File: config.mk
export PLATFORM = sky130hd
export DESIGN_NAME = bfc_divsqrt
export DESIGN_NICKNAME = d
export VERILOG_FILES = /design/src/rtl/assert_macros.svh /design/src/rtl/bfc_pkg.sv /design/src/rtl/bfc_divsqrt.sv
export SDC_FILE = /design/constraint.sdc
export NUM_CORES = 1
export LEC_CHECK = 0
export ABC_AREA = 1
export BUFFER_PORTS_ARGS = -buffer_cell sky130_fd_sc_hd__buf_4
export CORE_MARGIN = 4
export CORE_UTILIZATION = 32
export CTS_BUF_LIST = sky130_fd_sc_hd__clkbuf_4
export DETAILED_ROUTE_END_ITERATION = 6
export SYNTH_ARGS = -nofsm -noshare
export SYNTH_HDL_FRONTEND = slang
export SYNTH_SLANG_ARGS = --single-unit
File: constraint.sdc
create_clock -name clk -period 3 [get_ports clk]
set_clock_uncertainty 0.2 [all_clocks]
set_input_delay 0 -clock clk [delete_from_list [all_inputs] [get_ports clk]]
set_output_delay 0 -clock clk [all_outputs]
set_load 0.005 [all_outputs]
File: src/rtl/assert_macros.svh
// Assertion macros used by the top-level RTL file of the block.
`ifndef ASSERT_MACROS_SVH
`define ASSERT_MACROS_SVH
`ifndef NO_ASSERTIONS
`define BFC_ASSERT(lbl, clk, rstn, prop) \
	lbl: assert property (@(posedge clk) disable iff (!rstn) prop) \
		else $error("assertion failed");
`define BFC_NEVER(lbl, clk, rstn, cond) \
	lbl: assert property (@(posedge clk) disable iff (!rstn) !(cond)) \
		else $error("forbidden condition seen");
`else
`define BFC_ASSERT(lbl, clk, rstn, prop)
`define BFC_NEVER(lbl, clk, rstn, cond)
`endif
`endif

File: src/rtl/bfc_pkg.sv
// Package with the constants, types and helper functions of the culling and shading block.
`default_nettype none
package bfc_pkg;
	localparam int VERTEX_DEPTH = 1024;
	localparam int VADDR_W = $clog2(VERTEX_DEPTH);
	localparam int IDX_W = 10;
	localparam int VAL_W = 32;
	localparam int COL_W = 17;
	localparam int CFG_IDX_W = 2;
	localparam int NUM_COEF = 12;

	localparam logic [1:0] KIND_COEF = 2'd0;
	localparam logic [1:0] KIND_VERTEX = 2'd1;
	localparam logic [1:0] KIND_FACE = 2'd2;

	localparam logic [CFG_IDX_W-1:0] CFG_RED = 2'd0;
	localparam logic [CFG_IDX_W-1:0] CFG_GREEN = 2'd1;
	localparam logic [CFG_IDX_W-1:0] CFG_BLUE = 2'd2;

	localparam logic [COL_W-1:0] ONE_Q = 17'd65536;

	localparam int DIV_A_W = 60;
	localparam int DIV_B_W = 34;
	localparam int DIV_Q_W = 52;
	localparam int DIV_R_W = 36;
	localparam int DIV_CNT_W = 6;
	localparam logic [DIV_CNT_W-1:0] DIV_STEPS = 6'd52;
	localparam logic [DIV_CNT_W-1:0] SQRT_STEPS = 6'd30;
	localparam logic MODE_DIV = 1'b0;
	localparam logic MODE_SQRT = 1'b1;

	typedef struct packed {
		logic start;
		logic mode;
		logic [DIV_A_W-1:0] a;
		logic [DIV_B_W-1:0] b;
	} du_req_t;

	typedef struct packed {
		logic busy;
		logic done;
		logic [DIV_Q_W-1:0] result;
	} du_rsp_t;

	typedef struct packed {
		logic signed [VAL_W-1:0] x;
		logic signed [VAL_W-1:0] y;
		logic signed [VAL_W-1:0] z;
	} vertex_t;

	function automatic logic signed [31:0] sat32_66(input logic signed [65:0] v);
		if ((v[65:31] == '0) || (v[65:31] == '1)) begin
			return v[31:0];
		end
		return v[65] ? 32'sh8000_0000 : 32'sh7fff_ffff;
	endfunction

	function automatic logic signed [31:0] sat32_33(input logic signed [32:0] v);
		if (v[32] == v[31]) begin
			return v[31:0];
		end
		return v[32] ? 32'sh8000_0000 : 32'sh7fff_ffff;
	endfunction

	function automatic logic fits30(input logic signed [65:0] v);
		return (v[65:29] == '0) || (v[65:29] == '1);
	endfunction
endpackage
`default_nettype wire

File: src/rtl/bfc_divsqrt.sv
// Shared bit-serial unsigned divider and integer square root unit.
`default_nettype none
module bfc_divsqrt import bfc_pkg::*; (
	input wire logic clk,
	input wire logic arst_n,
	input wire du_req_t req,
	output du_rsp_t rsp
);
	logic busy_q, done_q, mode_q;
	logic [DIV_CNT_W-1:0] cnt_q;
	logic [DIV_R_W-1:0] rem_q;
	logic [DIV_Q_W-1:0] q_q;
	logic [DIV_A_W-1:0] sr_q;
	logic [DIV_B_W-1:0] b_q;
	logic [DIV_R_W-1:0] shifted, operand, rem_next;
	logic [DIV_R_W:0] cand;
	logic ge;

	always_comb begin
		if (mode_q == MODE_SQRT) begin
			shifted = {rem_q[DIV_R_W-3:0], sr_q[DIV_A_W-1:DIV_A_W-2]};
			operand = DIV_R_W'({q_q, 2'b01});
		end else begin
			shifted = {rem_q[DIV_R_W-2:0], sr_q[DIV_A_W-1]};
			operand = DIV_R_W'(b_q);
		end
		cand = {1'b0, shifted} - {1'b0, operand};
		ge = !cand[DIV_R_W];
		rem_next = ge ? cand[DIV_R_W-1:0] : shifted;
	end

	always_ff @(posedge clk or negedge arst_n) begin
		if (!arst_n) begin
			busy_q <= 1'b0;
			done_q <= 1'b0;
			cnt_q <= '0;
		end else begin
			done_q <= 1'b0;
			if (req.start) begin
				busy_q <= 1'b1;
				cnt_q <= (req.mode == MODE_SQRT) ? SQRT_STEPS : DIV_STEPS;
			end else if (busy_q) begin
				cnt_q <= cnt_q - 1'b1;
				if (cnt_q == DIV_CNT_W'(1)) begin
					busy_q <= 1'b0;
					done_q <= 1'b1;
				end
			end
		end
	end

	always_ff @(posedge clk) begin
		if (req.start) begin
			mode_q <= req.mode;
			rem_q <= '0;
			q_q <= '0;
			b_q <= req.b;
			sr_q <= (req.mode == MODE_SQRT) ? req.a : {req.a[DIV_Q_W-1:0], 8'b0};
		end else if (busy_q) begin
			rem_q <= rem_next;
			q_q <= {q_q[DIV_Q_W-2:0], ge};
			sr_q <= (mode_q == MODE_SQRT) ? {sr_q[DIV_A_W-3:0], 2'b00} : {sr_q[DIV_A_W-2:0], 1'b0};
		end
	end

	assign rsp.busy = busy_q;
	assign rsp.done = done_q;
	assign rsp.result = q_q;
endmodule
`default_nettype wire

Word level (Yosys, flattened, before mapping)
Index checks and enable logic that the tools add are counted.
- logic and storage cells: 29
- output and inout bits: 54
- flip-flop bits (word level): 190
- reductions and logical operators: 2
- add/subtract/negate cells: 2
- muxes and demuxes: 16
- equality and inequality tests: 1
- operators by type and width (kind ; count):
    60-bit 2-to-1 mux ; 4
    36-bit 2-to-1 mux ; 2
    36-bit by 36-bit subtractor with 37-bit output ; 1
    35-bit 2-to-1 mux ; 1
    6-bit 2-to-1 mux ; 3
    6-bit by 1-bit equality test with 1-bit output, second input constant ; 1
    1-bit 2-to-1 mux ; 6
    6-bit by 1-bit subtractor with 6-bit output, second input constant ; 1
    2-bit nonzero test ; 1
    1-bit logical NOT ; 1

Longest topological paths before layout
- depth in word-level cells: 4
- depth in mapped cells: 21
- gate-level depth less buffers: 19

Least setup slack after synthesis
No wires, ideal clock.
- path kind: reg2reg
- start: reg busy_q
- end: reg sr_q[0], enable pin
- stages on the path, launching flop included: 5
- clock period less this slack: 3.151 ns
- arrival time: 2.503 ns
- path slack: -0.151 ns
- setup time: 0.448 ns
- required time: 2.352 ns
- buffers on the path: 2
- cell sequence: dfrtp_1 > buf_2 > nor2_1 > inv_1 > clkbuf_1
- cells in the longest elaborated chain, start to end: 1
- RTL lines (element ; line ; text):
    start: declaration ; bfc_divsqrt.sv:9 ; logic busy_q, done_q, mode_q;
    start signal: assignment ; bfc_divsqrt.sv:34 ; busy_q <= 1'b0;
    start signal: assignment ; bfc_divsqrt.sv:40 ; busy_q <= 1'b1;
    start signal: assignment ; bfc_divsqrt.sv:45 ; busy_q <= 1'b0;
    2-bit nonzero test (no source line) ; - ;
    end signal: assignment ; bfc_divsqrt.sv:58 ; sr_q <= (req.mode == MODE_SQRT) ? req.a : {req.a[DIV_Q_W-1:0], 8'b0};
    end signal: assignment ; bfc_divsqrt.sv:62 ; sr_q <= (mode_q == MODE_SQRT) ? {sr_q[DIV_A_W-3:0], 2'b00} : {sr_q[DIV_A_W-2:0], 1'b0};
    end: declaration ; bfc_divsqrt.sv:13 ; logic [DIV_A_W-1:0] sr_q;
Every way passes these cells.
A chain may end at the register's enable or synchronous reset.

Worst setup path after layout
- start: reg mode_q
- end: reg rem_q[12]
- cells in the longest elaborated chain, start to end: 3
- elaborated cells between the ends (all ways): 4
- those cells by class: 1 x add/sub; 3 x mux
- RTL lines (element ; line ; text):
    start: declaration ; bfc_divsqrt.sv:9 ;
    start signal: assignment ; bfc_divsqrt.sv:54 ; mode_q <= req.mode;
    36-bit 2-to-1 mux ; bfc_divsqrt.sv:20 ; if (mode_q == MODE_SQRT) begin
    36-bit by 36-bit subtractor with 37-bit output ; bfc_divsqrt.sv:27 ; cand = {1'b0, shifted} - {1'b0, operand};
    35-bit 2-to-1 mux * ; bfc_divsqrt.sv:29 ; rem_next = ge ? cand[DIV_R_W-1:0] : shifted;
    end signal: assignment ; bfc_divsqrt.sv:60 ; rem_q <= rem_next;
    end: declaration ; bfc_divsqrt.sv:11 ; logic [DIV_R_W-1:0] rem_q;
Mark *: on every way between the ends. The rest lies on a longest branch, timed or not.

==> metrics.md <==
| Metric | Value |
|---|---|
| Outcome | `finished, violations left` |
| Failing checks | `negative setup slack` |
| Critical path data required time | `3.41 ns` |
| Met3 routed WL | `2500 um` |
| Clock sink count | `190` |
| Area delta synth->final | `57.9%` |
| CP max-delay cell | `edfxtp_1` |
| H-tree depth | `4` |
| Length of routed wiring on met1 | `17100 um` |
| Final number of max-transition violations | `0` |
| Leading register cell type out of synthesis | `edfxtp_1` |
| Clock buffer depth | `2` |
| Netlist Area Pre-Place | `0.0114 mm2` |
| Antenna Violating Nets Remaining | `0` |
| Chip Height | `197 um` |
| Detailed-router iteration count before antenna repair | `6` |
| Number of setup violations in the final report | `21` |
| RR Startpoint | `mode_q` |
| Number of global-route vias before repair | `12322` |
| Clock share of power | `0.131` |
| Syn Nets | `1681` |
| Crit start category | `register` |
| Cell chain of the critical path | `buf_6 > buf_12 > buf_12 > o21ai_2 > ha_4 > nand2_2 > inv_1 > nand2_1 > nand2_2 > a21oi_4 > nor2_4 > nor2_8 > buf_6 > buf_12 > nand4_1 > nand3_1 > nand2_1 > inv_1` |
| Max-Cap Viols | `0` |
| Achievable clock frequency | `325 MHz` |
| RSZ-0062 raised after global routing | `yes` |
| Clock tree from TritonCTS | `done` |
| Number of register bits inferred by synthesis | `190` |
| Number of DRC markers after the initial detailed-route iteration | `1003` |
| Total Power | `10.5 mW` |
| Via count | `12843` |
| Final routed DRC violation total | `0` |
| Top fanout value on the critical path | `9` |
| Insertion delay of the later-clocked pin in the worst-skew pair | `0.65 ns` |
| Peak per-stage delay on the critical path | `0.48 ns` |
| Count of distinct cell types in the synthesized netlist | `43` |
| Worst setup EP type | `register` |
| Post-synth EDFFs | `95` |
| Layout Utilization | `0.517` |
| All-Layer GR Usage | `0.202` |
| Hold/Removal Path Class | `in -> reg` |
| Final worst slack | `-0.0769 ns` |
| Internal power of the cells | `6.21 mW` |
| Wire length of the first global-routing pass | `63700 um` |
| Worst endpoint data arrival time | `3.49 ns` |
| Final HPWL DP | `26300 um` |
| Final nets | `2196` |
| Share of the yosys chip area belonging to registers | `0.420` |
| Total global routing overflow | `0` |
| Routed wire length | `41500 um` |
| CTS Root Buffer Type | `clkbuf_4` |
| Core Rows | `68` |
| Average footprint of a synthesized cell | `7.40 um2` |
| Most common cell type on the critical path | `buf_12` |
| Input/output buffers | `151` |
| Clock edge transition at the registers on the reported setup and hold paths | `0.19 ns` |
| Max layer used | `met4` |
| Count of pins on the block boundary | `152` |
| Initial antenna violation count | `1` |
| TritonCTS buffer count | `17` |
| Shortest clock period the worst path allows after layout | `3.08 ns` |
| VDD IR max | `0.000315 V` |
| Area taken by flip-flops and latches | `0.00480 mm2` |
| Initial core utilization | `0.328` |
| Sequential Power Share | `0.305` |
| PwrDens | `584 mW/mm2` |
| Synthesis warning total | `0` |
| Leakage power of the design | `8.01 nW` |
| Number of standard cells after synthesis | `1544` |
| Number of fill cells in the layout | `3128` |
| Total area of multi-input combinational cells | `0.00639 mm2` |
| Floorplan Core Area | `0.0349 mm2` |
| Net switching share of the total power | `0.410` |
| Average vias per placed instance | `5.08` |
| Wire length per cell | `16.4 um` |
| Met2 WL post-DR | `20500 um` |
| Critical Setup Path Class | `reg -> reg` |
| Maximum number of pins on one net before global-route repair | `82` |
| Final weighted congestion in routability-driven placement | `0.906` |
| Combinational fraction of design power | `0.565` |
| Final clock period utilization by the worst path | `1.03` |
| Max transition margin | `0.295` |
| Cell types occupying the most area after synthesis | `edfxtp_1, dfxtp_1, nand2_1, nor2_1, inv_1` |
| Die area | `0.0388 mm2` |
| Hold path startpoint | `req[81]` |
| Most instantiated cells after synthesis | `nand2_1, nor2_1, inv_1` |
| Slew @ Worst Pin | `1.06 ns` |
| Critical path launch point | `mode_q` |
| Share of Yosys cell area claimed by the top area cell type | `0.250` |
| Async SR Flop Fraction | `0.0421` |
| Ratio of cells with drive above 1 in the final layout | `0.282` |
| Hold Fails Final Rpt | `0` |
| Net switching component of the power | `4.32 mW` |
| Die boundary width | `197 um` |
| Library cell with the largest summed area after synthesis | `edfxtp_1` |
| Top-count cell post-synth | `nand2_1` |
## logic make-up after synthesis
kind of cell / count (synthesis) / synth area share
simple gates: 716 / 0.263
compound gates: 299 / 0.164
xor+xnor: 18 / 0.0138
flops: 190 / 0.420
fa+ha+maj: 39 / 0.0434
buf+inv: 282 / 0.0958
## power by group through the flow
stage	clock [mW]	sequential [mW]	combinational, mW
floorplan	0	3.20	2.70
global placement	0	3.25	4.44
detailed placement	0	3.24	4.47
CTS	1.42	3.19	5.02
global route	1.52	3.24	6.49
finish	1.37	3.21	5.95
## flip-flops by register name (all words and copies together), names as in the netlist
name / count
q_q: 52
busy_q: 1
rem_q: 35
done_q: 1
cnt_q: 6
mode_q: 1
b_q: 34
sr_q: 60
## cells in the final DEF, fill, tap and decap left out, types with 14 or more instances in the layout
cell type and instances:
dlygate4sd3_1 235, clkbuf_4 18, o31ai_1 57, nor2_1 200, ha_4 20, nand2_2 57
nand4_1 40, inv_1 186, o22ai_1 51, edfxtp_1 95, nor2_4 14, o21ai_1 31
nand2_1 298, dfxtp_1 87, a21oi_1 15, nand3_1 50, a21oi_2 15, ha_1 15
buf_4 305, a22oi_1 51, o21ai_2 35, nor2_2 23, xor2_1 14, o21ai_0 30
inv_2 15
## repair_timing
action / in CTS / in global routing
hold endpoints to repair: 182 / 0
hold buffers: 235 / 0
setup buffers: 7 / 20
endpoints found under the setup margin: 36 / 58
pin swaps: 14 / 72
gates resized for setup: 89 / 204
cloned: 1 / 9
## final cells by class
class                   count  area share
multi-input cells        1073       0.354
repair buffers            574       0.291
flip-flops and latches    190       0.266
inverters                 203      0.0425
well taps                 455      0.0316
clock buffers              18     0.00749
clock inverters            14     0.00687
diodes                      1    0.000139
## path summary, 6_finish.rpt
path / endpoint / slack, ns / cells after the start
max in group asynchronous: busy_q / 2.17 / 3
max reg2reg: rem_q[12] / -0.08 / 18
max: rem_q[12] / -0.08 / 18
min reg2reg: rem_q[0] / 0.28 / 2
min: sr_q[47] / 0.09 / 4
min in group asynchronous: cnt_q[2] / 0.14 / 3
## through the flow
stage	setup WS, ns	TNS, ns	cell area (um2)	cells	hold slack [ns]
floorplan	0.0183	0	11400	1544	-0.496
global placement	-0.343	-8.33	14000	2224	-0.373
detailed placement	-0.315	-8.23	14000	2224	-0.375
CTS	-0.00341	-0.00358	17000	2499	0.00126
global route	-0.214	-5.11	18000	2528	0.0548
finish	-0.0769	-0.405	18000	2528	0.0908
## metal layers
layer  up-vias  global-route usage
met5         -                   0
met4         0              0.0724
met3        85              0.0368
met2       512               0.341
met1      6039               0.258
li1       6207                   -
## worst max-delay path, delay by kind of cell, from the launching register on
family / cells / cell delay, ns
AOI/OAI and AO/OA: 2 / 0.37
adders and majority gates: 1 / 0.24
buffers and inverters: 7 / 0.86
DFF: 1 / 0.48
and+or+nand+nor: 8 / 0.87
No activity file was read; power rests on OpenSTA's default activity.
